===== src/hdl/bhs_pkg.sv =====
package bhs_pkg;
  localparam int MAX_BUCKETS = 64;
  localparam int SLOTS_PER_BUCKET = 3;
  localparam int SPILL_DEPTH = 16;
  localparam int KEY_W = 31;
  localparam int CNT_W = 7;
  localparam int BKT_W = $clog2(MAX_BUCKETS);
  localparam int SLOT_DEPTH = MAX_BUCKETS * SLOTS_PER_BUCKET;
  localparam int SLOT_AW = $clog2(SLOT_DEPTH);
  localparam int SLOT_IW = (SLOTS_PER_BUCKET > 1) ? $clog2(SLOTS_PER_BUCKET) : 1;
  localparam int SPILL_IW = (SPILL_DEPTH > 1) ? $clog2(SPILL_DEPTH) : 1;
  localparam int QDEPTH = 2;
  localparam int QAW = $clog2(QDEPTH);

  localparam logic [1:0] CMD_INSERT = 2'd0;
  localparam logic [1:0] CMD_FIND   = 2'd1;
  localparam logic [1:0] CMD_ERASE  = 2'd2;
  localparam logic [1:0] CMD_NONE   = 2'd3;

  localparam logic [2:0] ST_BUCKET  = 3'd0;
  localparam logic [2:0] ST_SPILL   = 3'd1;
  localparam logic [2:0] ST_FULL    = 3'd2;
  localparam logic [2:0] ST_FOUND   = 3'd3;
  localparam logic [2:0] ST_MISSING = 3'd4;
  localparam logic [2:0] ST_ERASED  = 3'd5;

  typedef struct packed {
    logic [1:0]       cmd;
    logic [KEY_W-1:0] key;
    logic [BKT_W-1:0] bucket;
  } job_t;
endpackage


===== src/hdl/bhs_queue.sv =====
// Short FIFO between the front and back parts.
module bhs_queue import bhs_pkg::*; (
  input  logic clk,
  input  logic rst,
  input  logic in_valid,
  output logic in_ready,
  input  job_t in_job,
  output logic out_valid,
  input  logic out_ready,
  output job_t out_job
);
  job_t         mem [QDEPTH];
  logic [QAW-1:0] wp, rp;
  logic [QAW:0]   cnt;
  logic wr, rd;

  assign in_ready  = (cnt != (QAW+1)'(QDEPTH));
  assign out_valid = (cnt != '0);
  assign out_job   = mem[rp];
  assign wr = in_valid && in_ready;
  assign rd = out_valid && out_ready;

  always_ff @(posedge clk) begin
    if (wr) mem[wp] <= in_job;
  end

  always_ff @(posedge clk) begin
    if (rst) begin
      wp <= '0;
      rp <= '0;
      cnt <= '0;
    end else begin
      if (wr) wp <= wp + QAW'(1);
      if (rd) rp <= rp + QAW'(1);
      cnt <= cnt + (QAW+1)'(wr) - (QAW+1)'(rd);
    end
  end
endmodule


===== config.mk =====
export PLATFORM = sky130hd
export DESIGN_NAME = bhs_queue
export DESIGN_NICKNAME = d
export VERILOG_FILES = /design/src/hdl/bhs_pkg.sv /design/src/hdl/bhs_queue.sv
export SDC_FILE = /design/constraint.sdc
export NUM_CORES = 1
export LEC_CHECK = 0
export ABC_AREA = 0
export BUFFER_PORTS_ARGS = -buffer_cell sky130_fd_sc_hd__buf_2
export CAP_MARGIN = 20
export CORE_ASPECT_RATIO = 1.75
export CORE_MARGIN = 8
export CORE_UTILIZATION = 40
export DETAILED_ROUTE_END_ITERATION = 10
export PLACE_DENSITY = 0.74
export SLEW_MARGIN = 20
export SYNTH_ARGS = -nofsm -noshare
export SYNTH_HDL_FRONTEND = slang
export SYNTH_SLANG_ARGS = --single-unit

===== constraint.sdc =====
create_clock -name clk -period 3.37 [get_ports clk]
set_input_delay 0.1685 -clock clk [delete_from_list [all_inputs] [get_ports clk]]
set_output_delay 0.1685 -clock clk [all_outputs]
set_load 0.05 [all_outputs]

**Word-level counts from Yosys, hierarchy flattened**

Memories as Yosys holds them, arrays and structs flattened. A register that Yosys moved wholly into a read port is not among the register bits.
Cells that the tools add are included.

- RAM bits: 78
- Memories kept: 1
- Bits of input ports: 43
- Logic and storage cells: 16
- Register bits: 4

- Eq/ne operators: 1
- $add $sub $neg: 4
- Muxes and demuxes: 4
- Reductions and logical operators: 3

Memories:

| memory | words | bits a word | rd ports | clocked after memory_dff | write ports | line | source |
|---|---|---|---|---|---|---|---|
| mem | 2 | 39 | 1 | 1 | 1 | bhs_queue.sv:12 | `job_t mem [QDEPTH];` |

Operator list:

| operator | count |
|---|---|
| $mux 1 | 4 |
| $add 1x1->1 const B | 2 |
| $add 2x1->2 | 1 |
| $logic_and 1x1->1 | 2 |
| $ne 2x2->1 const B | 1 |
| $reduce_bool 2->1 | 1 |
| $sub 2x1->2 | 1 |

**Depth between registers and ports, before layout**

- Word-level depth: 4
- Gate-level depth with buffers: 6
- Mapped depth without buffers: 6

**Worst setup path before layout**

OpenSTA, ideal clock, no wires.

- Path kind: register to register
- Start point: register cnt[0]
- End point: memory mem[1][0] (netlist bit), enable pin
- Slack: 0.981 ns
- Data arrival time: 1.989 ns
- Required time: 2.970 ns
- Stages on the path, launching flop included: 3
- Path through: dfxtp_1 > nand2b_1 > and3_1

- Longest elaborated chain between the ends: 4

RTL lines:

| element | line | source |
|---|---|---|
| start: declaration | bhs_queue.sv:14 | `logic [QAW:0] cnt;` |
| start signal: assignment | bhs_queue.sv:35 | `cnt <= cnt + (QAW+1)'(wr) - (QAW+1)'(rd);` |
| $ne 2x2->1 | bhs_queue.sv:17 | `assign in_ready = (cnt != (QAW+1)'(QDEPTH));` |
| net in_ready | bhs_queue.sv:6 | `output logic in_ready,` |
| $logic_and 1x1->1 | bhs_queue.sv:20 | `assign wr = in_valid && in_ready;` |
| $mux 1 | bhs_queue.sv:24 | `if (wr) mem[wp] <= in_job;` |
| $mux 1 (implied by the code) | bhs_queue.sv:24 |  |
| end: declaration | bhs_queue.sv:12 |  |

The timed path passes the listed nets, and every way through them passes these cells.

==> results.ini <==
[synthesis]
yosys-top-cells-area=edfxtp_1 76%, mux2_2 14%, dfxtp_1 3.3%, nor2_1 0.61%, buf_2 0.49%
synth_edf_count=78
synth_most_common_cell=edfxtp_1
synth_common_cells=78 x edfxtp_1, 39 x mux2_2, 5 x dfxtp_1, 5 x nor2_1, 3 x buf_2
syn-num-nets=194
ys_seq_area_frac=0.797
synth_cells=150
synth.distinct_cells=23
synth_top_area_frac=0.764
async_flop_share=0
ys_warn_count=0
syn_area_sq_mm=0.00307
synth_ff_type=edfxtp_1
post-synth-top-area-cell=edfxtp_1
synth_seq_cells=83
synth_area_per_cell_sq_um=20.4

[routing]
wl_per_cell_um=16.8
viasPerCell=4.79
drcViolationCount=0
drtIter0Drc=98
postRouteAntennaNets=0
drtPass1Iterations=5
routed_wl_um=5620
num_vias=1606

[timing]
min_period_ns=2.07
finalHoldViolCount=0
max_slew_margin=0.350
fin_skew_ns=0.00509
fmax_mhz=482
fin_tns_setup_ns=0
rsz0062_at_grt=no
setup_viol=0
fin_ws_ns=1.30
tightestPinTransition_ns=0.975
min_period_over_period=0.616
slew_viol_final=0

[job]
max-cap-violations=0

[floorplan]
io_pins=84
fp.dieArea_sq_mm=0.0108
fp.coreArea_sq_mm=0.00751
fp-row-count=42
die_h_um=132
die_w_um=82.2
start_util=0.408

[layout]
fin_nets=285
nFillCells=615
final_layout_size_suffix_gt1_frac=0.573
area_growth_pct=26.8
fin_cells=335

[clocking]
clock_path_buffers=2
cts_hold_buffers=0
clockRootBuffer=clkbuf_16
htree_levels=3
cts_resized=0
numCtsBuffers=9
clk_latency_ns=0.32
post_cts_buffers=0
cts_tree=built
clkTransAtPathRegs_ns=0.06
clock-sinks=83

[worst_setup_path]
worst_path_largest_cell_delay_ns=0.92
end_kind=output pin
r2r.worst_path.cells=2
rr_endpoint=mem[1][37]
critPathKind=flop to output pin
worstPathRequired_ns=3.20
crit_fanout=39
start_kind=flop
r2r-start=cnt[0]
critPathSlowestCell=dfxtp_2
crit_path_cell_trace=mux2_2 -> buf_2
crit_path_end=out_job[14]
cp.arrival_ns=1.91
reg2reg_slack_ns=1.48

[grt]
first_global_vias=1753
globalRouteMet1Util=0.110
grt_overflow=0
grt_busiest_layer=met2
grt_max_degree=40
grt_util_met3=0.0471
grt_pass1_wl_um=8760
grt_util_met2=0.179
antenna_found_initial=1
grt.total_usage=0.109

[pwr]
power_frac_comb=0.273
seqPwrFrac=0.416
p_per_area_mw_per_mm2=828
p_leak_nw=1.47
power_w=0.00322
ir_drop_uv=504
p_int_w=0.00216
p_switching_w=0.00106
clkPwrFrac=0.311
switching_share=0.328

[placement]
place_inst=318
dp_slack_ns=1.50
hpwl_um=3820
io_buffers=83
routabilityCongestion=0.661

[worst_hold_path]
hold_class=input pin to flop

[status]
status=finished clean

[per-stage QoR]
stage                      util  hold WS, ns  instance area [sq um]
after floorplan               -        0.238                   3070
after global placement    0.476        0.358                   3570
after detailed placement  0.476        0.359                   3570
after CTS                 0.517       0.0203                   3880
after global routing      0.517       0.0152                   3880
final                     0.517       0.0298                   3890
[layout by cell type (no fill, tap or decap)]
cell,Yosys,final
nand3b_1,1,1
nor2b_1,2,2
nand3_1,1,1
dfxtp_1,5,4
and2b_1,1,1
nor2_1,5,5
edfxtp_1,78,78
a21oi_1,1,1
a21bo_2,1,1
a32oi_1,1,1
a21bo_1,1,1
buf_2,3,83
buf_4,0,1
mux2_2,39,39
and3_2,0,1
xor2_1,1,1
diode_2,0,1
clkbuf_16,0,9
mux2_1,1,1
ha_1,1,1
clkbuf_1,0,2
a211oi_1,1,1
o21ai_0,2,2
clkinvlp_4,0,1
or2_2,1,1
clkinv_1,0,1
dfxtp_2,0,1
nand2b_1,1,1
clkinv_2,0,2
bufinv_16,0,2
[cell families (layout without fill, tap and decap cells)]
logic type	after synthesis	after routing	share of synthesized area
XOR/XNOR	1	1	0.00286
AND/OR/NAND/NOR	13	13	0.0229
buffers and inverters	5	101	0.00979
AO/OA/AOI/OAI	7	7	0.0167
multiplexers	40	40	0.147
other	0	1	0
flip-flops	83	83	0.797
adder cells (fa/ha/maj)	1	1	0.00408
[flip-flops by register name, summed over array words and instances (netlist names), named ones only]
signal	flops
cnt	2
mem	78
rp	1
wp	1
[worst max-delay path: cells and delay by family, from the launching register on]
kind | cells | cell delay, ns
DFF | 1 | 0.92
muxes | 1 | 0.42
buffers and inverters | 1 | 0.21
[how the worst min path moves through the flow]
stage,cells after the start,startpoint,to
2_1_floorplan,1,rst,wp
5_1_grt,1,in_job[31],mem[0][31]
3_5_place_dp,1,in_job[29],mem[1][29]
4_1_cts,1,in_job[34],mem[1][34]
3_3_place_gp,1,in_job[29],mem[0][29]
6_report,1,in_job[38],mem[0][38]
[power by group through the flow]
stage | Combinational (W) | Sequential, W | Clock [W]
floorplan | 0.000754 | 0.00130 | 0
global placement | 0.000885 | 0.00136 | 0
detailed placement | 0.000891 | 0.00137 | 0
CTS | 0.000894 | 0.00134 | 0.00102
global route | 0.000923 | 0.00136 | 0.00106
finish | 0.000879 | 0.00134 | 0.00100
[routing by layer]
metal | share of wire | routed length [um]
met2 | 0.55 | 3080
met4 | 0.022 | 123
met3 | 0.074 | 414
met1 | 0.36 | 2000
met5 | 0 | 0
[cell type report]
class,instances,area (sq um),share of cell area
tap,88,110,0.0283
clock inverter,5,77.6,0.0200
multi-input combinational,62,594,0.153
sequential,83,2440,0.629
clock buffer,11,233,0.0599
antenna,1,2.50,0.000644
inverter,1,3.75,0.000966
timing repair buffer,84,423,0.109
No activity file was read; power rests on OpenSTA's default activity.
