## src/hdl/bhs_pkg.sv

```systemverilog
package bhs_pkg;
  localparam int MAX_BUCKETS = 64;
  localparam int SLOTS_PER_BUCKET = 3;
  localparam int SPILL_DEPTH = 16;
  localparam int KEY_W = 31;
  localparam int CNT_W = 7;
  localparam int BKT_W = $clog2(MAX_BUCKETS);
  localparam int SLOT_DEPTH = MAX_BUCKETS * SLOTS_PER_BUCKET;
  localparam int SLOT_AW = $clog2(SLOT_DEPTH);
  localparam int SLOT_IW = (SLOTS_PER_BUCKET > 1) ? $clog2(SLOTS_PER_BUCKET) : 1;
  localparam int SPILL_IW = (SPILL_DEPTH > 1) ? $clog2(SPILL_DEPTH) : 1;
  localparam int QDEPTH = 2;
  localparam int QAW = $clog2(QDEPTH);

  localparam logic [1:0] CMD_INSERT = 2'd0;
  localparam logic [1:0] CMD_FIND   = 2'd1;
  localparam logic [1:0] CMD_ERASE  = 2'd2;
  localparam logic [1:0] CMD_NONE   = 2'd3;

  localparam logic [2:0] ST_BUCKET  = 3'd0;
  localparam logic [2:0] ST_SPILL   = 3'd1;
  localparam logic [2:0] ST_FULL    = 3'd2;
  localparam logic [2:0] ST_FOUND   = 3'd3;
  localparam logic [2:0] ST_MISSING = 3'd4;
  localparam logic [2:0] ST_ERASED  = 3'd5;

  typedef struct packed {
    logic [1:0]       cmd;
    logic [KEY_W-1:0] key;
    logic [BKT_W-1:0] bucket;
  } job_t;
endpackage

```

## src/hdl/bhs_front.sv

```systemverilog
// Takes items, computes the bucket by restoring division one bit per cycle.
module bhs_front import bhs_pkg::*; (
  input  logic             clk,
  input  logic             rst,
  input  logic             push,
  output logic             full,
  input  logic [1:0]       cmd,
  input  logic [KEY_W-1:0] key,
  input  logic [CNT_W-1:0] bucket_count,
  output logic             job_valid,
  input  logic             job_ready,
  output job_t             job
);
  localparam int CW = $clog2(KEY_W + 1);
  logic             busy;
  logic             done;
  logic [CW-1:0]    step;
  logic [1:0]       cmd_r;
  logic [KEY_W-1:0] key_r;
  logic [KEY_W-1:0] shreg;
  logic [CNT_W:0]   rem;
  logic [CNT_W-1:0] div;
  logic [CNT_W:0]   trial;

  always_comb begin
    if (bucket_count == '0) div = CNT_W'(1);
    else if (bucket_count > CNT_W'(MAX_BUCKETS)) div = CNT_W'(MAX_BUCKETS);
    else div = bucket_count;
  end

  assign trial = {rem[CNT_W-1:0], shreg[KEY_W-1]};
  assign full = busy | done;
  assign job_valid = done;
  assign job.cmd = cmd_r;
  assign job.key = key_r;
  assign job.bucket = rem[BKT_W-1:0];

  always_ff @(posedge clk) begin
    if (rst) begin
      busy <= 1'b0;
      done <= 1'b0;
    end else begin
      if (push && !full) begin
        cmd_r <= cmd;
        key_r <= key;
        shreg <= key;
        rem   <= '0;
        step  <= '0;
        busy  <= (cmd != CMD_NONE);
      end else if (busy) begin
        rem   <= (trial >= {1'b0, div}) ? trial - {1'b0, div} : trial;
        shreg <= shreg << 1;
        step  <= step + CW'(1);
        if (step == CW'(KEY_W - 1)) begin
          busy <= 1'b0;
          done <= 1'b1;
        end
      end
      if (done && job_ready) done <= 1'b0;
    end
  end
endmodule

```

## config.mk

```make
export PLATFORM = sky130hd
export DESIGN_NAME = bhs_front
export DESIGN_NICKNAME = d
export VERILOG_FILES = /design/src/hdl/bhs_pkg.sv /design/src/hdl/bhs_front.sv
export SDC_FILE = /design/constraint.sdc
export NUM_CORES = 1
export LEC_CHECK = 0
export BUFFER_PORTS_ARGS = -buffer_cell sky130_fd_sc_hd__buf_2
export CORE_MARGIN = 8
export CORE_UTILIZATION = 46
export CTS_BUF_LIST = sky130_fd_sc_hd__clkbuf_8
export CTS_CLUSTER_SIZE = 16
export DETAILED_ROUTE_END_ITERATION = 10
export PLACE_DENSITY = 0.8
export SETUP_SLACK_MARGIN = 0.05
export SKIP_CTS_REPAIR_TIMING = 1
export SLEW_MARGIN = 15
export SYNTH_ARGS = -nofsm -noshare
export SYNTH_HDL_FRONTEND = slang
export SYNTH_SLANG_ARGS = --single-unit
```

## constraint.sdc

```tcl
create_clock -name clk -period 7.2 [get_ports clk]
set_input_delay 0.72 -clock clk [delete_from_list [all_inputs] [get_ports clk]]
set_output_delay 0.72 -clock clk [all_outputs]
set_load 0.02 [all_outputs]
```

# ---- After elaboration in Yosys (flattened, before gate mapping)
# Cells that the tools add are included.
dict set report word_totals {
  reg_bits 78
  inputBits 44
  output_inout_bits 41
  elab_cells 35
}
dict set report classes {
  n_addsub 2
  magnitude_cmp 2
  n_eq_ne 2
  mux 10
  bitwise_logic 3
  reduce_logical 9
}
# operator n
set op_table {}
lappend op_table {{2-to-1 mux 31 bit} 2}
lappend op_table {{2-to-1 mux 7 bit} 4}
lappend op_table {{>= comparator 8 x 7 -> 1 bit} 1}
lappend op_table {{greater-than comparator 7 bit, second input constant} 1}
lappend op_table {{zero test 7 bit} 1}
lappend op_table {{subtractor 7 bit} 1}
lappend op_table {{adder 5 x 1 -> 5 bit, second input constant} 1}
lappend op_table {{equality test 5 bit, second input constant} 1}
lappend op_table {{2-to-1 mux 5 bit} 1}
lappend op_table {{AND reduction 2 bit} 2}
lappend op_table {{2-to-1 mux 1 bit} 3}
lappend op_table {{AND reduction 3 bit} 1}
lappend op_table {{logical AND 1 bit} 2}
lappend op_table {{inequality test 2 bit, second input constant} 1}
lappend op_table {{NOT 1 bit} 2}
lappend op_table {{nonzero test 2 bit} 1}
lappend op_table {{OR reduction 2 bit} 1}
lappend op_table {{zero test 1 bit} 1}
lappend op_table {{OR 1 bit} 1}

# ---- Longest topological paths before layout
# Gate-level depths: netlist (run 1).
dict set report logic_depth {
  ltp_word 6
  mapped_depth 12
  ltp_nobuf 11
}

# ---- Worst setup path after synthesis (run 1)
# No wires, ideal clock.
dict set report synth_path {
  path_type {register -> register}
  startpoint {reg done, in the netlist job_valid}
  endpoint {reg rem[0], enable pin}
  setup_time_ns 0.444
  arrival_time_ns 3.159
  required_time_ns 6.756
  path_slack_ns 3.597
  stages_incl_launch_ff 6
  n_path_buf 1
  period_less_slack_ns 3.603
  path_cell_list {dfxtp_1 -> or2_2 -> nor2_2 -> buf_2 -> nor2_1 -> nor2_1}
}
dict set report synth_between {
  elab_chain_cells 5
}
# item line
set synth_lines {}
lappend synth_lines {{from (decl)} bhs_front.sv:16} ;# logic done;
lappend synth_lines {{from (signal assigned)} bhs_front.sv:41} ;# done <= 1'b0;
lappend synth_lines {{from (signal assigned)} bhs_front.sv:56} ;# done <= 1'b1;
lappend synth_lines {{from (signal assigned)} bhs_front.sv:59} ;# if (done && job_ready) done <= 1'b0;
lappend synth_lines {{OR 1 bit} bhs_front.sv:32} ;# assign full = busy | done;
lappend synth_lines {{net full} bhs_front.sv:6} ;# output logic full,
lappend synth_lines {{zero test 1 bit} bhs_front.sv:43} ;# if (push && !full) begin
lappend synth_lines {{logical AND 1 bit} bhs_front.sv:43}
lappend synth_lines {{nonzero test 2 bit (no source line)} --}
lappend synth_lines {{AND reduction 2 bit (no source line)} --}
lappend synth_lines {{to (signal assigned)} bhs_front.sv:51} ;# rem <= (trial >= {1'b0, div}) ? trial - {1'b0, div} : trial;
lappend synth_lines {{to (decl)} bhs_front.sv:21} ;# logic [CNT_W:0] rem;
# The timed path passes the listed nets, and every way through them passes these cells.
# A chain may end at the register's enable or synchronous reset.

# ---- Worst setup path after layout (run 1)
dict set report layout_path {
  startpoint {in bucket_count[1]}
  endpoint {reg rem[6], data pin}
}
dict set report layout_between {
  elab_chain_cells 6
  word_cells_on_any_way 8
  cone_classes {add/sub (1); order compare (2); mux (4); reduce/logical (1)}
}
# item line
set layout_lines {}
lappend layout_lines {{from (decl)} bhs_front.sv:9} ;# input logic [CNT_W-1:0] bucket_count,
lappend layout_lines {{greater-than comparator 7 bit} bhs_front.sv:27} ;# else if (bucket_count > CNT_W'(MAX_BUCKETS)) div = CNT_W'(MAX_BUCKETS);
lappend layout_lines {{2-to-1 mux 7 bit} bhs_front.sv:27}
lappend layout_lines {{2-to-1 mux 7 bit *} bhs_front.sv:26} ;# if (bucket_count == '0) div = CNT_W'(1);
lappend layout_lines {{subtractor 7 bit or >= comparator 8 x 7 -> 1 bit (tied branches)} bhs_front.sv:51}
lappend layout_lines {{2-to-1 mux 7 bit *} bhs_front.sv:51}
lappend layout_lines {{2-to-1 mux 7 bit *} bhs_front.sv:50} ;# end else if (busy) begin
# Mark *: on every way between the ends. The rest lies on a longest branch, timed or not. The select of a mux whose other input is x is not followed.

==> results.md, run 1 <==
- Post-synth ARST share: 0%
- End-of-flow core utilization: between 50 and 60%
- Post-Syn Area: between 0.003 and 0.004 mm^2
- Slew Limit Fails: 0
- Worst hold path endpoint: job_valid$_SDFFE_PP0P_
- Antenna violations before repair: 0
- Reg-to-Reg Start: shreg[30]$_DFFE_PP_
- Primary FF master, synth: edfxtp_1
- Sequential fraction of the synthesis area: about 69%
- Syn Inst Count: 216
- Worst reg2reg path depth: 9
- NetSw: 0.2669 mW
- Detailed placement HPWL: about 4400 um
- Fraction of layout cells with a size suffix above 1: a little under half
- Clk buf depth: 2
- Nets: between 300 and 400
- Clk_lat worst skew: ~0.34 ns
- Die height: just over 100 um
- Layout area overhead: 22.48%
- CP required: 7.38 ns
- Max Fclk: 330.5 MHz
- Worst Hold Depth: 2
- DRT Pass-1 Iters: 6
- Clk pwr share: between 30% and 40%
- Clock transition at path regs: around 0.080 ns
- Highest Signal Layer: met4
- Slew margin rel.: 61.50%
- Area taken by multi-input logic gates: around 950 um^2
- GPL Wtd Cong: approximately 0.78
- Total gr overflow: 0
- Leakage power: 1.601 nW
- # rows: 31
- Initial Utilization: approximately 47%
- Seq pwr share: 51.2%
- Diodes inserted: 0
- Top post-synthesis cells by area: edfxtp_1 68%, mux2_2 10%, ha_1 3.3%
- Fin crit period: approximately 3.0 ns
- PD cells: roughly 260 mW/mm^2
- Met2 WL: between 3000 and 4000 um
- Total CTS buffers: 9
- Reg2Reg Setup Slack: approximately 4.6 ns
- Layout Skew: 0.01227 ns
- CTS tree: yes
- DRC: 0
- Worst-path fanout max: 11
- RR Endpoint: rem[6]$_SDFFCE_PP0P_
- Vias in the first global route: 2,084
- DR WL met3: between 300 and 400 um
- Register Area: 0.002322 mm^2
- Post-DRT Antenna Nets: 0
- Tcrit/Tclk final: a little over two fifths
- Final Power: between 1 and 1.5 mW
- Arrival time of the worst setup path: around 3.2 ns
- Die area: about 0.010 mm^2
- Peak supply drop: around 0.00018 V
- Global-route wire length before repair: just under 10,000 um
- CP startpoint kind: input port
- Switching share of power: roughly 25%
- CP endpoint kind: flip-flop
- Fillers: roughly 570
- Ports: 85
- DRT iter0 DRCs: a little under 90
- #FFs+latches synth: 78
- IO buf count: 84
- Hold Vio Cnt, Final: 0
- Syn Nets: 270
- M1 WL: 2675 um
- Final count of negative-setup-slack endpoints: 0
- Placeable core area: between 0.007 and 0.008 mm^2
- Yosys warning total: 0
- Synth area leader: edfxtp_1
- Hold Path Class: flip-flop to flip-flop
- Drt wl/cell: 15.58 um
- Max_cap viols: 0
- RSZ-0062 raised after global routing: no
- Total Routed Length: 6340 um
- Worst slew pin tran: 0.5761 ns
- All-Layer GR Usage: 12.71%
- Cell internal pwr: ~0.81 mW
- Setup TNS: 0 ns
- Clock root buffer: clkbuf_8
- Largest net degree at the start of global routing: between 40 and 50
- Post-synth top area share: between 60% and 70%
- Drt via density: around 4.9
- Vias: about 2,000
- Gate power share: around 15%
- Syn avg cell area: around 16 um^2
- Status: finished, final reports clean
- Die X-Extent: 101.6 um
- Critical path class: input port to flip-flop
- H-Tree Depth: 3
- Unique masters post-synth: 37
- Clock Sink Count: 78
- HP Start: job_valid$_SDFFE_PP0P_
- Post-synth EDFFs: 76
sequential cells by signal (all words and copies together), names as in the netlist:
| register | count |
|---|---|
| key_r | 31 |
| shreg | 31 |
| rem | 7 |
| step | 5 |
| cmd_r | 2 |
| busy | 1 |
| job_valid | 1 |
routing by layer:
| metal | vias to the layer above | global-route usage (%) |
|---|---|---|
| li1 | 979 | - |
| met1 | 958 | 15.04 |
| met2 | 52 | 20.47 |
| met3 | 9 | 3.230 |
| met4 | 0 | 7.560 |
| met5 | - | 0 |
cells by family (layout without fill, tap and decap cells):
logic type	after synthesis	in the layout	synth area share (%)
flops	78	78	68.97
simple gates	48	48	7.173
mux	34	34	11.26
compound gates	21	21	4.088
buf+inv	20	112	3.270
fa+ha+maj	10	10	3.939
xor+xnor	5	5	1.301
cell usage in the layout, fill, tap and decap left out, drive strengths merged:
cell type	count
o31a	1
nor2b	3
clkinv	2
o41ai	1
xnor2	2
nor2	20
o21a	1
bufinv	2
buf	87
clkbuf	9
nand2	7
o21ai	5
fa	1
mux2	31
ha	9
a311o	1
nand4	2
nor3b	4
edfxtp	76
nand3b	1
xor2	3
a211oi	3
dfxtp	2
o211ai	1
mux2i	3
nor4b	1
nand2b	1
a22oi	1
and2	1
clkinvlp	1
a21oi	7
nor3	2
and3b	1
inv	11
or2	3
nand3	2
stage by stage:
step | worst slack, ns | cells | hold WS (ns) | area, um^2
3_3_place_gp | 3.965 | 390 | 0.5111 | 3867
4_1_cts | 4.192 | 406 | 0.5357 | 4096
2_1_floorplan | 3.597 | 216 | 0.5071 | 3367
3_5_place_dp | 3.827 | 390 | 0.5339 | 3867
6_report | 4.174 | 407 | 0.5501 | 4124
5_1_grt | 4.043 | 407 | 0.5299 | 4124
critical path, stage by stage:
cell	delay [ns]
buf_2	0.10
nor3_1	0.17
a21oi_1	0.08
nor2_1	0.10
ha_1	0.17
inv_1	0.06
fa_1	0.41
a211oi_2	0.29
o211ai_1	0.15
a311o_1	0.49
or2_2	0.34
a21oi_1	0.13
power groups by stage:
stage / combinational (mW) / sequential (mW) / clock (mW)
finish: 0.157 / 0.550 / 0.367
global route: 0.172 / 0.554 / 0.394
CTS: 0.155 / 0.551 / 0.376
detailed placement: 0.154 / 0.561 / 0
global placement: 0.150 / 0.560 / 0
floorplan: 0.103 / 0.569 / 0
cell usage after synthesis, types with 3 or more instances:
master / n
nor3b_1: 4
nor2b_1: 3
xor2_1: 3
mux2_2: 31
nand2_1: 7
o21ai_0: 5
edfxtp_1: 76
ha_1: 9
nor2_1: 19
buf_4: 6
buf_2: 4
inv_1: 9
mux2i_1: 3
a21oi_1: 7
worst max-delay path by stage:
stage / startpoint / endpoint
floorplan: job_valid$_SDFFE_PP0P_ / rem[0]$_SDFFCE_PP0P_
global placement: bucket_count[1] / rem[6]$_SDFFCE_PP0P_
detailed placement: bucket_count[1] / rem[6]$_SDFFCE_PP0P_
CTS: bucket_count[1] / rem[6]$_SDFFCE_PP0P_
global route: bucket_count[1] / rem[6]$_SDFFCE_PP0P_
finish: bucket_count[1] / rem[6]$_SDFFCE_PP0P_
final cells by class:
| cell class | instances | area share (%) |
|---|---|---|
| timing repair buffer | 87 | 11.23 |
| sequential | 78 | 56.31 |
| tap | 99 | 3.004 |
| clock buffer | 9 | 3.004 |
| inverter | 9 | 0.8192 |
| clock inverter | 7 | 2.549 |
| multi-input combinational | 118 | 23.09 |
Note: power is estimated with default switching activity, not from simulation.
==> inputs of run 2 (changes only) <==
- ABC_AREA: default -> 1
- PLACE_DENSITY: 0.8 -> 0.79
- clock period: 7.2 -> 2.8 ns (I/O delays scaled with it)
==> run 2 against run 1 <==
Die area up 4.1%. Sequential share of layout area down 0.89 points. Wire length up 8.7%. Critical path depth down 1. Largest power group unchanged. Utilization down 2.1 points. Area after synthesis up 4.9%. Design area up 1.6%. Combinational power rose to 3.4 times the previous value. Global-route usage up 0.42 points. Sequential cell count unchanged. Via count up 20%. Worst setup slack worse by 3.4 ns.
==> results.md, run 2 <==
- #FFs+latches synth: 78 (unchanged)
- Detailed placement HPWL: 5039 um (was 4445 um)
- CTS tree: yes (unchanged)
- CP startpoint kind: flip-flop (was input port)
- Final Hold Slack: 0.1218 ns (was 0.5501 ns)
- Total Routed Length: 6890 um (was 6340 um)
- Post-DRT Antenna Nets: 0 (unchanged)
- Hold Path Class: input port to flip-flop (was flip-flop to flip-flop)
- Peak supply drop: 0.0004554 V (was 0.0001784 V)
- Yosys warning total: 0 (unchanged)
- Worst-path cell chain: inv_1 > ha_1 > inv_1 > fa_1 > nand2_1 > nand2_1 > nand2_2 > nand2_2 > a21oi_2 > nor2_1 > nor2_1 (was buf_2 > nor3_1 > a21oi_1 > nor2_1 > ha_1 > inv_1 > fa_1 > a211oi_2 > o211ai_1 > a311o_1 > or2_2 > a21oi_1)
- Syn Nets: 376 (was 270)
- Die X-Extent: 103.6 um (was 101.6 um)
- Unique masters post-synth: 28 (was 37)
- Worst slew pin tran: 0.5429 ns (was 0.5761 ns)
- PD cells: 659.1 mW/mm^2 (was 260.5 mW/mm^2)
- DRT iter0 DRCs: 133 (was 88)
- Vias in the first global route: 2,494 (was 2,084)
- Syn Inst Count: 322 (was 216)
- Layout Skew: 0.007321 ns (was 0.01227 ns)
- Clk buf depth: 2 (unchanged)
- Worst-path fanout max: 6 (was 11)
- All-Layer GR Usage: 13.13% (was 12.71%)
- CP endpoint kind: flip-flop (unchanged)
- Vias: 2,407 (was 1,998)
- Drt wl/cell: 13.38 um (was 15.58 um)
- H-Tree Depth: 3 (unchanged)
- Clock Sink Count: 78 (unchanged)
- Top post-synthesis cells by area: edfxtp_1 65%, nand2_1 14%, ha_1 3.2% (was edfxtp_1 68%, mux2_2 10%, ha_1 3.3%)
- CP required: 3.00 ns (was 7.38 ns)
- Placeable core area: 0.007567 mm^2 (was 0.007176 mm^2)
- Antenna violations before repair: 1 (was 0)
- Commonest cells in the netlist: 130 x nand2_1, 76 x edfxtp_1, 25 x inv_1, 25 x nor2_1, 15 x nand3_1 (was 76 x edfxtp_1, 31 x mux2_2, 19 x nor2_1)
- Syn avg cell area: 10.97 um^2 (was 15.59 um^2)
- Most frequent cell after synthesis: nand2_1 (was edfxtp_1)
- Largest registers: key_r (31), shreg (31), rem (7) (unchanged)
- GPL Wtd Cong: 0.8190 (was 0.7816)
- Tcrit/Tclk final: 71.18%
- Setup TNS: 0 ns (unchanged)
- Commonest non-fill, non-tap cell in the layout: nand2_1 (was buf_2)
- Layout area overhead: 18.67% (was 22.48%)
- Status: finished, final reports clean (unchanged)
- IO buf count: 84 (unchanged)
- Clk_lat worst skew: 0.34 ns (about the same)
- End-of-flow core utilization: 55.37% (was 57.47%)
- Hold Vio Cnt, Final: 0 (unchanged)
- Slew margin rel.: 63.81% (was 61.50%)
- Leakage power: 1.906 nW (was 1.601 nW)
- Largest net degree at the start of global routing: 44 (was 46)
- Post-synth EDFFs: 76 (unchanged)
- Die area: 0.01074 mm^2 (was 0.01031 mm^2)
- Nets: 462 (was 357)
- Leading cell types in the layout, fill and taps excluded: 130 x nand2_1, 84 x buf_2, 76 x edfxtp_1, 27 x inv_1, 25 x nor2_1 (was 84 x buf_2, 76 x edfxtp_1, 31 x mux2_2, 18 x nor2_1)
- Post-synth top area share: 64.64% (was 67.78%)
- DRC: 0 (unchanged)
- Global-route wire length before repair: 11,540 um (was 9942 um)
- Ports: 85 (unchanged)
- Crit path from: shreg[30]$_DFFE_PP_ (was bucket_count[1])
- RSZ-0062 raised after global routing: no (unchanged)
- Max Fclk: ~500 MHz
- Diodes inserted: 0 (unchanged)
- Largest stage delay, worst path: 0.41 ns (was 0.49 ns)
- DRT Pass-1 Iters: 4 (was 6)
- Clock root buffer: clkbuf_8 (unchanged)
- Critical path class: flip-flop to flip-flop (was input port to flip-flop)
- # rows: 32 (was 31)
- Sequential fraction of the synthesis area: 65.77% (was 68.97%)
- Drt via density: 4.674 (was 4.909)
- Die height: 103.6 um (was 101.6 um)
- Arrival time of the worst setup path: 2.20 ns (was 3.21 ns)
- Reg-to-Reg Start: shreg[30]$_DFFE_PP_ (unchanged)
- Slew Limit Fails: 0 (unchanged)
- Synth area leader: edfxtp_1 (unchanged)
- HP Start: key[16] (was job_valid$_SDFFE_PP0P_)
- Post-Syn Area: 0.003531 mm^2 (was 0.003367 mm^2)
- Clock transition at path regs: 0.07 ns (was 0.08 ns)
- Primary FF master, synth: edfxtp_1 (unchanged)
- Fin crit period: 1.993 ns
- Fraction of layout cells with a size suffix above 1: 27.36% (was 45.45%)
- Total CTS buffers: 9 (unchanged)
- Final count of negative-setup-slack endpoints: 0 (unchanged)
- Initial Utilization: 46.66% (was 46.92%)
- Total gr overflow: 0 (unchanged)
- CP max-delay cell: fa_1 (was a311o_1)
- Post-synth ARST share: 0% (unchanged)
- Max_cap viols: 0 (unchanged)
run 2: cell types whose count changed in the layout (fill, tap and decap cells not counted), moves of 7 or more:
cell,before,now
nor2_1,18,25
inv_1,9,27
nand3_1,2,15
mux2_2,31,0
nand2_1,7,130
run 2: cell type report:
cell class                 instances  area, um^2
fill                             646        3377
clock inverter                     7       57.56
timing repair buffer              88       450.4
sequential                        78        2322
multi-input combinational        204        1007
inverter                          27       101.3
tap                              102       127.6
clock buffer                       9       123.9
run 2: final timing paths:
| kind | endpoint | slack, ns | cells after the start |
|---|---|---|---|
| max | rem[0]$_SDFFCE_PP0P_ | 0.81 | 11 |
| min | key_r[16]$_DFFE_PP_ | 0.12 | 1 |
| max reg2reg | rem[0]$_SDFFCE_PP0P_ | 0.81 | 11 |
| min reg2reg | job_valid$_SDFFE_PP0P_ | 0.51 | 1 |
run 2: metrics by stage:
stage	total power, mW	instances	instance area, um^2	worst slack (ns)
2_1_floorplan	1.888	322	3531	0.1824
3_3_place_gp	2.001	499	4009	0.5791
3_5_place_dp	2.024	499	4009	0.4537
4_1_cts	2.797	515	4190	0.8020
5_1_grt	2.909	515	4190	0.6052
6_report	2.762	515	4190	0.8069
run 2: critical path, delay by kind of cell (launching register included):
kind,cells,cell delay (ns)
compound gates,1,0.26
fa+ha+maj,2,0.56
buf+inv,2,0.17
flops,1,0.38
simple gates,6,0.49
run 2: kinds of logic after synthesis:
group	Yosys count	share of synthesized area [%]
simple gates	180	21.30
xor+xnor	4	0.9924
buf+inv	40	6.059
compound gates	10	2.126
fa+ha+maj	10	3.756
flops	78	65.77
run 2: layer usage:
metal | vias to the layer above | share of wire, % | GRT usage (%)
li1 | 1222 | - | -
met1 | 1085 | 44 | 15.55
met2 | 80 | 46 | 20.39
met3 | 18 | 7.7 | 4.399
met4 | 2 | 2.6 | 7.660
met5 | - | 0.19 | 0
run 2: report_power, final:
group / switching, mW / internal (mW)
combinational: 0.346 / 0.184
sequential: 0.0407 / 1.42
clock: 0.373 / 0.397
total: 0.760 / 2.00
==> inputs of run 3 (changes only) <==
- PLACE_DENSITY: 0.79 -> 0.82
- clock period: 2.8 -> 1.7 ns (I/O delays scaled with it)
==> run 3 against run 2 <==
The run now ends with negative setup slack left. Global-route usage up 0.45 points. Critical path depth is 1 higher. Power up 65%. Worst setup slack lost 0.99 ns. Utilization up 2.2 points. Via count is 3.7% higher. Worst hold slack got worse by 0.11 ns. Sequential cell count unchanged. Non-clock buffer count is 15 higher. Combinational power increased by 92%. Wire length up 6.9%. Design area increased by 4.0%. Critical path type unchanged. Critical endpoint is now rem[2]$_SDFFCE_PP0P_. Largest cell class unchanged.
==> results.md, run 3 (synthesized netlist as in run 2, its figures left out) <==
- RR Endpoint: rem[2]$_SDFFCE_PP0P_ (was rem[0]$_SDFFCE_PP0P_)
- Fillers: 668 (was 646)
- Final count of negative-setup-slack endpoints: 7 (was 0)
- Drt wl/cell: 13.90 um (was 13.38 um)
- Setup WS post-layout: -0.1810 ns (was 0.8069 ns)
- Worst-path fanout max: 7 (was 6)
- Layout area overhead: 23.42% (was 18.67%)
- Total CTS buffers: 9 (unchanged)
- Clock transition at path regs: 0.08 ns (was 0.07 ns)
- Reg-to-Reg Start: shreg[30]$_DFFE_PP_ (unchanged)
- Nets: 477 (was 462)
- Fraction of layout cells with a size suffix above 1: 32.24% (was 27.36%)
- Peak supply drop: 0.0005836 V (was 0.0004554 V)
- Tcrit/Tclk final: 110.6% (was 71.18%)
- Total Routed Length: 7365 um (was 6890 um)
- Reg2Reg Setup Slack: -0.18 ns (was 0.81 ns)
- Hold Vio Cnt, Final: 0 (unchanged)
- Status: complete, but fails checks (was finished, final reports clean)
- Clock Sink Count: 78 (unchanged)
- Clk buf depth: 2 (unchanged)
- Failing checks: negative setup slack
- Vias in the first global route: 2,604 (was 2,494)
- Worst reg2reg path depth: 12 (was 11)
- Post-DRT Antenna Nets: 0 (unchanged)
- PD cells: 1043 mW/mm^2 (was 659.1 mW/mm^2)
- Critical path class: flip-flop to flip-flop (unchanged)
- CP startpoint kind: flip-flop (unchanged)
- Die X-Extent: 103.6 um (unchanged)
- DRT Pass-1 Iters: 6 (was 4)
- Worst slew pin tran: 0.3697 ns (was 0.5429 ns)
- Leading cell types in the layout, fill and taps excluded: 127 x nand2_1, 84 x buf_2, 76 x edfxtp_1, 25 x inv_1, 24 x nor2_1 (was 130 x nand2_1, 84 x buf_2, 76 x edfxtp_1, 27 x inv_1, 25 x nor2_1)
- GPL Wtd Cong: 0.8611 (was 0.8190)
- Switching share of power: 28.73% (was 27.50%)
- Placed instance count: 514 (was 499)
- DRT iter0 DRCs: 151 (was 133)
- Drt via density: 4.709 (was 4.674)
- End-of-flow core utilization: 57.59% (was 55.37%)
- Hold Path Class: input port to flip-flop (unchanged)
- Register Area: 0.002323 mm^2 (was 0.002322 mm^2)
- HP Start: job_ready (was key[16])
- Post-Layout Cell Count: 530 (was 515)
- Gate power share: 22.5% (was 19.2%)
- Clock root buffer: clkbuf_8 (unchanged)
- DRC: 0 (unchanged)
- Final instance area: 0.004358 mm^2 (was 0.004190 mm^2)
- Detailed placement HPWL: 5458 um (was 5039 um)
- Ports: 85 (unchanged)
- Arrival time of the worst setup path: 1.98 ns (was 2.20 ns)
- # rows: 32 (unchanged)
- Worst slack, placed: -0.3579 ns (was 0.4537 ns)
- Die height: 103.6 um (unchanged)
- Seq pwr share: 52.9% (about the same)
- RSZ-0062 raised after global routing: yes (was no)
- Clk_lat worst skew: 0.33 ns (was 0.34 ns)
- Vias: 2,496 (was 2,407)
- Max_cap viols: 0 (unchanged)
- Clk pwr share: 24.6% (was 27.9%)
- Slew Limit Fails: 0 (unchanged)
- CTS tree: yes (unchanged)
- Area taken by multi-input logic gates: 0.001045 mm^2 (was 0.001007 mm^2)
- All-Layer GR Usage: 13.58% (was 13.13%)
- Worst hold path endpoint: job_valid$_SDFFE_PP0P_ (was key_r[16]$_DFFE_PP_)
- Die area: 0.01074 mm^2 (unchanged)
- Cell internal pwr: 3.240 mW (was 2.002 mW)
- CP endpoint kind: flip-flop (unchanged)
- H-Tree Depth: 3 (unchanged)
- Dpl cell area: 0.004178 mm^2 (was 0.004009 mm^2)
- Layout Skew: 0.006898 ns (was 0.007321 ns)
- Diodes inserted: 0 (unchanged)
- Largest net degree at the start of global routing: 44 (unchanged)
- CP required: 1.80 ns (was 3.00 ns)
- NetSw: 1.306 mW (was 0.7596 mW)
- Placeable core area: 0.007567 mm^2 (unchanged)
- Commonest non-fill, non-tap cell in the layout: nand2_1 (unchanged)
- Initial Utilization: 46.66% (unchanged)
- Total gr overflow: 0 (unchanged)
- Largest registers: key_r (31), shreg (31), rem (7) (unchanged)
- Global-route wire length before repair: 12,010 um (was 11,540 um)
- Leakage power: 1.982 nW (was 1.906 nW)
- Fin crit period: 1.881 ns (was 1.993 ns)
- IO buf count: 84 (unchanged)
- Slew margin rel.: 75.36% (was 63.81%)
- Antenna violations before repair: 0 (was 1)
- Max Fclk: 531.6 MHz (was 501.7 MHz)
- Worst Hold Depth: 2 (was 1)
## run 3: cell count changes in the layout (fill, tap and decap cells not counted), moves of 2 or more
cell	change
nand2_1	-3
buf_4	+12
inv_1	-2
buf_12	+3
clkinv_2	+2
nand2_2	+2
## run 3: worst max-delay path, cell delays in order (launching register included)
cell and delay [ns]:
edfxtp_1 0.39, inv_2 0.10, ha_4 0.13, inv_2 0.04
fa_2 0.37, nand2_2 0.09, nand2_2 0.07, nand2_2 0.09
nand2_4 0.07, nand2_4 0.09, nand2_2 0.06, nor2_2 0.10
nor2_1 0.05
## run 3: final cells by class
| type | instances | share of cell area [%] |
|---|---|---|
| sequential | 78 | 53.32 |
| multi-input combinational | 204 | 23.97 |
| timing repair buffer | 103 | 13.78 |
| tap | 102 | 2.929 |
| clock buffer | 9 | 2.842 |
| inverter | 27 | 2.383 |
| clock inverter | 7 | 0.7752 |
## run 3: power by group through the flow
stage	combinational (mW)	clock, mW	sequential [mW]
floorplan	0.645	0	2.48
global placement	0.965	0	2.44
detailed placement	1.01	0	2.45
CTS	1.01	1.15	2.40
global route	1.14	1.23	2.42
finish	1.02	1.12	2.40
## run 3: metrics by stage
stage / hold slack [ns] / power (mW) / TNS (ns)
after floorplan: 0.2410 / 3.127 / -21.65
after global placement: 0.3530 / 3.402 / -1.665
after detailed placement: 0.3584 / 3.455 / -2.266
after CTS: -0.004895 / 4.571 / -0.7960
after global routing: 0.004580 / 4.795 / -1.725
final: 0.008923 / 4.546 / -1.104
## run 3: worst max path at each step
stage / slack (ns) / start / cells past startpoint / end
finish: -0.18 / shreg[30]$_DFFE_PP_ / 12 / rem[2]$_SDFFCE_PP0P_
global route: -0.28 / shreg[30]$_DFFE_PP_ / 12 / rem[2]$_SDFFCE_PP0P_
CTS: -0.15 / shreg[30]$_DFFE_PP_ / 12 / rem[2]$_SDFFCE_PP0P_
detailed placement: -0.36 / bucket_count[4] / 15 / rem[2]$_SDFFCE_PP0P_
global placement: -0.26 / bucket_count[4] / 15 / rem[2]$_SDFFCE_PP0P_
floorplan: -0.45 / job_valid$_SDFFE_PP0P_ / 5 / rem[0]$_SDFFCE_PP0P_
## run 3: routing by layer
metal	vias up	track usage, %	wire length (um)	part of all wire [%]
met3	6	4.647	548	7.4
met5	-	0	0	0
met4	0	4.407	60	0.81
li1	1254	-	-	-
met1	1159	15.62	3114	42
met2	77	23.10	3642	49
